**src/hw/rtl/srwp_pkg.sv**
```systemverilog
// Package for the swap readahead window prefetcher.
// Holds the address and window widths, state codes and the window choice function.
// Depends on nothing.
package srwp_pkg;

    localparam int ADDR_W     = 48;
    localparam int PAGE_SHIFT = 12;
    localparam int PAGE_W     = ADDR_W - PAGE_SHIFT;
    localparam int HITS_W     = 8;
    localparam int ROOM_W     = 3;
    localparam int WIN_W      = 4;
    localparam int MAX_WINDOW = 8;

    typedef enum logic [2:0] {
        S_IDLE = 3'b001,
        S_WIN  = 3'b010,
        S_EMIT = 3'b100
    } t_state;

    typedef enum logic [1:0] {
        ALU_DIFF = 2'b00,
        ALU_INC  = 2'b01,
        ALU_DEC  = 2'b10
    } t_alu_op;

    function automatic logic [WIN_W-1:0] f_window(
        input logic [HITS_W-1:0] hits,
        input logic              adjacent,
        input logic [WIN_W-1:0]  prev_window
    );
        logic [HITS_W+1:0] pages;
        logic [HITS_W+1:0] r;
        logic [HITS_W+1:0] floor_win;
        pages     = {2'b00, hits} + (HITS_W+2)'(2);
        r         = (HITS_W+2)'(4);
        floor_win = (HITS_W+2)'(prev_window >> 1);
        if (hits == '0) begin
            pages = adjacent ? (HITS_W+2)'(2) : (HITS_W+2)'(1);
        end else begin
            for (int k = 2; k <= HITS_W; k++) begin
                if (((HITS_W+2)'(1) << k) < pages) begin
                    r = (HITS_W+2)'(1) << (k + 1);
                end
            end
            pages = r;
        end
        if (pages > (HITS_W+2)'(MAX_WINDOW)) begin
            pages = (HITS_W+2)'(MAX_WINDOW);
        end
        if (pages < floor_win) begin
            pages = floor_win;
        end
        return pages[WIN_W-1:0];
    endfunction

endpackage

```
**src/hw/rtl/srwp_alu.sv**
```systemverilog
// Shared page-number adder of the prefetcher.
// Computes the page difference to the previous fault and the next page of a run.
// Depends on srwp_pkg.
module srwp_alu
    import srwp_pkg::*;
(
    input  t_alu_op           i_op,
    input  logic [PAGE_W-1:0] i_a,
    input  logic [PAGE_W-1:0] i_b,
    output logic [PAGE_W-1:0] o_sum,
    output logic              o_carry
);

    logic [PAGE_W-1:0] w_b;
    logic              w_cin;
    logic [PAGE_W:0]   w_sum;

    always_comb begin
        unique case (i_op)
            ALU_DIFF: begin
                w_b   = ~i_b;
                w_cin = 1'b1;
            end
            ALU_INC: begin
                w_b   = PAGE_W'(1);
                w_cin = 1'b0;
            end
            ALU_DEC: begin
                w_b   = '1;
                w_cin = 1'b0;
            end
            default: begin
                w_b   = '0;
                w_cin = 1'b0;
            end
        endcase
    end

    assign w_sum   = {1'b0, i_a} + {1'b0, w_b} + {{PAGE_W{1'b0}}, w_cin};
    assign o_sum   = w_sum[PAGE_W-1:0];
    assign o_carry = w_sum[PAGE_W];

endmodule

```
**src/hw/rtl/swap_readahead_window_prefetcher.sv**
```systemverilog
// Top level of the swap readahead window prefetcher.
// Depends on srwp_pkg and srwp_alu.
//
// channel | dir | fields (low bit first)
// s_axis  | in  | tdata: fault_address[47:0], hit_count[55:48], queue_room[58:56]
// m_axis  | out | tdata: prefetch_address[47:0], window_size[51:48]; tlast: last
//
// A fault request is taken in S_IDLE, its window is decided in S_WIN, and S_EMIT then gives one
// prefetch address per cycle while the output is not stalled, min(window-1, queue_room) in all.
// A single shared page adder does both: it finds the direction, then steps the page.
// Reset is synchronous and clears the sequencer, the output valid and the stored page and
// window. A stalled output holds its result and stops the run until it is taken.
module swap_readahead_window_prefetcher
    import srwp_pkg::*;
(
    input  logic        i_clk,
    input  logic        i_rst_n,
    input  logic        s_axis_tvalid,
    output logic        s_axis_tready,
    input  logic [63:0] s_axis_tdata,  // fault_address, hit_count, queue_room, zero pad
    output logic        m_axis_tvalid,
    input  logic        m_axis_tready,
    output logic [55:0] m_axis_tdata,  // prefetch_address, window_size, zero pad
    output logic        m_axis_tlast
);

    t_state            r_state, n_state;
    logic [PAGE_W-1:0] r_page;
    logic [HITS_W-1:0] r_hits;
    logic [ROOM_W-1:0] r_room;
    logic [PAGE_W-1:0] r_prev_page;
    logic [WIN_W-1:0]  r_prev_window;
    logic [PAGE_W-1:0] r_cur;
    logic              r_inc;
    logic [WIN_W-1:0]  r_pages;
    logic [WIN_W-1:0]  r_count;
    logic [WIN_W-1:0]  r_idx;
    logic              r_out_valid;
    logic [ADDR_W-1:0] r_out_addr;
    logic [WIN_W-1:0]  r_out_win;
    logic              r_out_last;

    t_alu_op           w_op;
    logic [PAGE_W-1:0] w_a;
    logic [PAGE_W-1:0] w_sum;
    logic              w_carry;
    logic              w_adjacent;
    logic              w_increasing;
    logic [WIN_W-1:0]  w_pages;
    logic [WIN_W-1:0]  w_want;
    logic [WIN_W-1:0]  w_count;
    logic [WIN_W-1:0]  w_room1;
    logic              w_in_acc;
    logic              w_slot_free;
    logic              w_emit;

    assign w_in_acc    = s_axis_tvalid && s_axis_tready;
    assign w_slot_free = !r_out_valid || m_axis_tready;
    assign w_emit      = (r_state == S_EMIT) && w_slot_free;

    always_comb begin
        if (r_state == S_WIN) begin
            w_op = ALU_DIFF;
            w_a  = r_page;
        end else begin
            w_op = r_inc ? ALU_INC : ALU_DEC;
            w_a  = r_cur;
        end
    end

    srwp_alu u_alu (
        .i_op    (w_op),
        .i_a     (w_a),
        .i_b     (r_prev_page),
        .o_sum   (w_sum),
        .o_carry (w_carry)
    );

    assign w_adjacent   = (w_sum == PAGE_W'(1)) || (w_sum == {PAGE_W{1'b1}});
    assign w_increasing = w_carry && (w_sum != '0);
    assign w_pages      = f_window(r_hits, w_adjacent, r_prev_window);
    assign w_want       = w_pages - WIN_W'(1);
    assign w_count      = (w_want < WIN_W'(r_room)) ? w_want : WIN_W'(r_room);
    assign w_room1      = WIN_W'(r_room) + WIN_W'(1);

    always_comb begin
        n_state = r_state;
        unique case (r_state)
            S_IDLE: begin
                if (w_in_acc) begin
                    n_state = S_WIN;
                end
            end
            S_WIN: begin
                n_state = (w_count == '0) ? S_IDLE : S_EMIT;
            end
            S_EMIT: begin
                if (w_emit && (r_idx == r_count)) begin
                    n_state = S_IDLE;
                end
            end
            default: n_state = S_IDLE;
        endcase
    end

    always_ff @(posedge i_clk) begin
        if (!i_rst_n) begin
            r_state       <= S_IDLE;
            r_prev_page   <= '0;
            r_prev_window <= '0;
            r_out_valid   <= 1'b0;
        end else begin
            r_state <= n_state;
            if (r_state == S_WIN) begin
                r_prev_page   <= r_page;
                r_prev_window <= (w_pages < w_room1) ? w_pages : w_room1;
            end
            if (w_emit) begin
                r_out_valid <= 1'b1;
            end else if (m_axis_tready) begin
                r_out_valid <= 1'b0;
            end
        end
    end

    always_ff @(posedge i_clk) begin
        if (w_in_acc) begin
            r_page <= s_axis_tdata[PAGE_SHIFT +: PAGE_W];
            r_hits <= s_axis_tdata[ADDR_W +: HITS_W];
            r_room <= s_axis_tdata[ADDR_W+HITS_W +: ROOM_W];
        end
        if (r_state == S_WIN) begin
            r_cur   <= r_page;
            r_inc   <= w_increasing;
            r_pages <= w_pages;
            r_count <= w_count;
            r_idx   <= WIN_W'(1);
        end
        if (w_emit) begin
            r_cur      <= w_sum;
            r_idx      <= r_idx + WIN_W'(1);
            r_out_addr <= {w_sum, {PAGE_SHIFT{1'b0}}};
            r_out_win  <= r_pages;
            r_out_last <= (r_idx == r_count);
        end
    end

    assign s_axis_tready = (r_state == S_IDLE);
    assign m_axis_tvalid = r_out_valid;
    assign m_axis_tdata  = {4'b0000, r_out_win, r_out_addr};
    assign m_axis_tlast  = r_out_last;

endmodule

```
**config.mk**
```make
export PLATFORM = sky130hd
export DESIGN_NAME = swap_readahead_window_prefetcher
export DESIGN_NICKNAME = d
export VERILOG_FILES = /design/src/hw/rtl/srwp_pkg.sv /design/src/hw/rtl/srwp_alu.sv /design/src/hw/rtl/swap_readahead_window_prefetcher.sv
export SDC_FILE = /design/constraint.sdc
export NUM_CORES = 1
export LEC_CHECK = 0
export BUFFER_PORTS_ARGS = -buffer_cell sky130_fd_sc_hd__buf_2
export CELL_PAD_IN_SITES_DETAIL_PLACEMENT = 2
export CELL_PAD_IN_SITES_GLOBAL_PLACEMENT = 2
export CORE_MARGIN = 5
export CORE_UTILIZATION = 36
export DETAILED_ROUTE_END_ITERATION = 6
export GPL_ROUTABILITY_DRIVEN = 0
export PLACE_DENSITY = 0.87
export SLEW_MARGIN = 20
export SYNTH_ARGS = -nofsm -noshare
export SYNTH_HDL_FRONTEND = slang
export SYNTH_SLANG_ARGS = --single-unit
export TNS_END_PERCENT = 10
```
**constraint.sdc**
```tcl
create_clock -name i_clk -period 11.7 [get_ports i_clk]
set_input_delay 1.17 -clock i_clk [delete_from_list [all_inputs] [get_ports i_clk]]
set_output_delay 1.17 -clock i_clk [all_outputs]
set_load 0.01 [all_outputs]
```
==> impl_metrics.ini <==
[status]
result_of_the_run = finished clean

[cts]
cts_hold_repair.buffers = 0
cts_buffer_depth = 2
clkSinkCount = 180
tritoncts.num_buffers = 17
worst_skew_pair_latency_ns = 0.46
cts.htree.levels = 4
post_cts.repair.setup_buffers = 0
cts-root-buf = clkbuf_16
clk_pin_slew_ns = 0.08
ctsResizeCount = 0
cts_tree = done

[flow_run]
cap_viol_max_count = 0

[floorplan]
initial_utilization = 0.366
floorplan.die.width_um = 178
placement_rows = 61
design.core.area_sq_mm = 0.0279
die-area_sq_mm = 0.0318
boundaryPins = 127
die_height_um = 178

[setup_path]
critical-path-max-stage-delay_ns = 0.74
end_kind = register
crit_slowest_cell = inv_2
timing.critical_path.from_type = register
critical_path.max_fanout = 44
worstRegToRegCells = 36
critPathArrivalTime_ns = 10.61
r2r_slack_ns = 1.44
timing.setup.critical_path_class = reg2reg
worst_r2r_startpoint = r_state[1]$_SDFFE_PN0P_
worst-endpoint-required_ns = 12.05
timing.rr.end = r_state[2]$_SDFFE_PN0P_

[detailed_routing]
drt-wirelength-per-cell_um = 23.5
final_antenna_violating_net_count = 0
first_iter_violations = 551
vias = 9160
viasPerCell = 5.81
wirelength_mm = 37.0
route.detailed.drc = 0
detailed_routing_iterations_pass_1 = 5

[layout]
n_antenna_cell = 0
post_route_cells_drive_above_1_share = 0.146
finish.utilization = 0.412
fillers = 3039
flow.area_growth_from_synthesis_pct = 12.7
finalNetCount = 1304

[synthesis]
netlist_top_cells_area = edfxtp_1, dfxtp_1, nand2_1, ha_1, a21oi_1
yosysUniqueCellTypes = 92
ys_seq_elements = 180
synth_sequential_area_ratio = 0.453
synth_ff_type = edfxtp_1
number_of_warnings_reported_in_the_yosys_synthesis_log = 0
biggest_area_consumer_among_synthesized_cells = edfxtp_1
synth_top_area_frac = 0.298
synth-async-reset-ratio = 0
gate_count_post_synth = 1114
netlist_area_sq_mm = 0.0102
synth_edf_count = 101
avgSynthCellArea_sq_um = 9.15

[power_and_ir_drop]
clockPowerShare = 0.222
netSwitchingPower_mw = 1.17
switching_share_of_power = 0.453
cellInternalPower_mw = 1.41
power_density_mw_per_mm2 = 225
power.combinational.fraction = 0.470
pleak_nw = 4.42
share_of_power_burned_in_registers = 0.308
ir_worst_vdd_mv = 0.106

[sta]
finalCriticalPeriod_ns = 10.26
min_period_over_period = 0.877
report.final.slew_viol_count = 0
setup_slack_ns = 1.44
highest_attainable_clock_frequency_mhz = 97.5
worst_pin_slew_ns = 1.10
finalHoldViolCount = 0
timing.max_slew.rel_slack = 0.265
rsz0062_at_grt = false
timing.final.setup_violations = 0
fin_worst_skew_ns = 0.0109
timing.setup.tns_ns = 0

[min_path]
hold-path-endpoint = r_out_win[3]$_DFFE_PP_
hold_depth = 0
hold_class = reg2reg
holdCritStartpoint = r_pages[3]$_DFFE_PP_

[grt]
grt_start_max_net_pins = 49
grt_usage = 0.233
vias_in_the_first_global_route = 10100
antenna_found_initial = 0
grt_pass1_wl_mm = 56.9
globalRoute.totalOverflow = 0

[placement]
preCtsSetupSlack_ns = 1.66
place.port_buffers = 93
place_hpwl_mm = 26.5
==> stage by stage <==
step	cell area, sq um	power, mW	hold WS [ns]	std cells
3_3_place_gp	10900	1.91	0.407	1545
2_1_floorplan	10300	1.58	0.400	1130
6_report	11500	2.59	0.432	1577
3_5_place_dp	10900	1.96	0.413	1545
5_1_grt	11500	2.70	0.447	1577
4_1_cts	11500	2.56	0.430	1577
==> cells by family after synthesis <==
group | count (synthesis) | share of synthesized area
other | 1 | 0.000368
buffers and inverters | 98 | 0.0471
flip-flops | 180 | 0.453
XOR/XNOR | 30 | 0.0258
AO/OA/AOI/OAI | 295 | 0.196
adder cells (fa/ha/maj) | 50 | 0.0621
multiplexers | 6 | 0.00651
AND/OR/NAND/NOR | 454 | 0.209
==> synth_stat cells (7+ instances only) <==
cell,count
nand4_1,15
a31oi_1,40
a21oi_1,87
dfxtp_1,79
inv_1,31
clkbuf_1,29
nand2_1,217
buf_4,18
o21ai_1,7
nor2_1,95
edfxtp_1,101
nor3b_1,8
or4_1,10
nor4_1,9
xor2_1,14
o21ai_0,33
xnor2_1,16
o211ai_1,7
nor3_1,19
and2_1,7
nor2b_1,7
buf_2,11
ha_1,49
nand3_1,18
or3_1,7
a21boi_0,40
o21a_1,13
==> critical path: cells and delay by family, from the launching register on <==
kind / cells / cell delay, ns
multiplexers: 1 / 0.30
adder cells (fa/ha/maj): 4 / 1.24
XOR/XNOR: 1 / 0.63
AND/OR/NAND/NOR: 14 / 2.91
flip-flops: 1 / 0.36
buffers and inverters: 4 / 1.62
AO/OA/AOI/OAI: 12 / 3.07
==> placed cells by master, fill, tap and decap left out, types with 8 or more instances in the layout <==
cell	count
nand2_1	216
buf_2	93
xor2_1	14
ha_1	49
nand3_1	18
o21ai_0	33
or4_1	10
o21a_1	13
a21oi_1	87
xnor2_1	16
nand4_1	15
a21boi_0	40
nor3b_1	8
buf_4	11
inv_1	29
clkbuf_16	17
nor3_1	19
a31oi_1	40
dfxtp_1	79
nor4_1	9
edfxtp_1	101
nor2_1	95
conb_1	17
==> sequential cells by signal, summed over array words and instances, names as in the netlist, 8 cells and up <==
name         cells
r_cur           36
r_out_addr      36
r_page          36
r_prev_page     36
r_hits           8
==> how the worst max path moves through the flow <==
| stage | start | endpoint | cells after the start |
|---|---|---|---|
| floorplan | r_state[1]$_SDFFE_PN0P_ | r_state[2]$_SDFFE_PN0P_ | 41 |
| global placement | r_state[1]$_SDFFE_PN0P_ | r_state[2]$_SDFFE_PN0P_ | 36 |
| detailed placement | r_state[1]$_SDFFE_PN0P_ | r_state[2]$_SDFFE_PN0P_ | 36 |
| CTS | r_state[1]$_SDFFE_PN0P_ | r_state[2]$_SDFFE_PN0P_ | 36 |
| global route | r_state[1]$_SDFFE_PN0P_ | r_count[2]$_DFFE_PP_ | 35 |
| finish | r_state[1]$_SDFFE_PN0P_ | r_state[2]$_SDFFE_PN0P_ | 36 |
==> metal layers <==
metal  GRT usage  part of all wire  routed length, um
met5           0                 0                  0
met4      0.0959             0.032               1200
met3      0.0367             0.046               1690
met2       0.411              0.51              18700
met1       0.283              0.42              15400
==> power by group through the flow <==
| stage | Combinational (mW) | Clock, mW | Sequential (mW) |
|---|---|---|---|
| final | 1.22 | 0.573 | 0.797 |
| after global placement | 1.11 | 0 | 0.804 |
| after CTS | 1.19 | 0.580 | 0.797 |
| after global routing | 1.29 | 0.609 | 0.802 |
| after floorplan | 0.782 | 0 | 0.800 |
| after detailed placement | 1.15 | 0 | 0.811 |
==> area by class of cell <==
type | count | area (sq um) | share of cell area
timing repair buffer | 104 | 548 | 0.0477
clock inverter | 15 | 143 | 0.0124
tap | 378 | 473 | 0.0412
sequential | 180 | 4610 | 0.402
inverter | 31 | 116 | 0.0101
clock buffer | 17 | 425 | 0.0370
multi-input combinational | 852 | 5160 | 0.450
(Power assumes the default switching activity.)
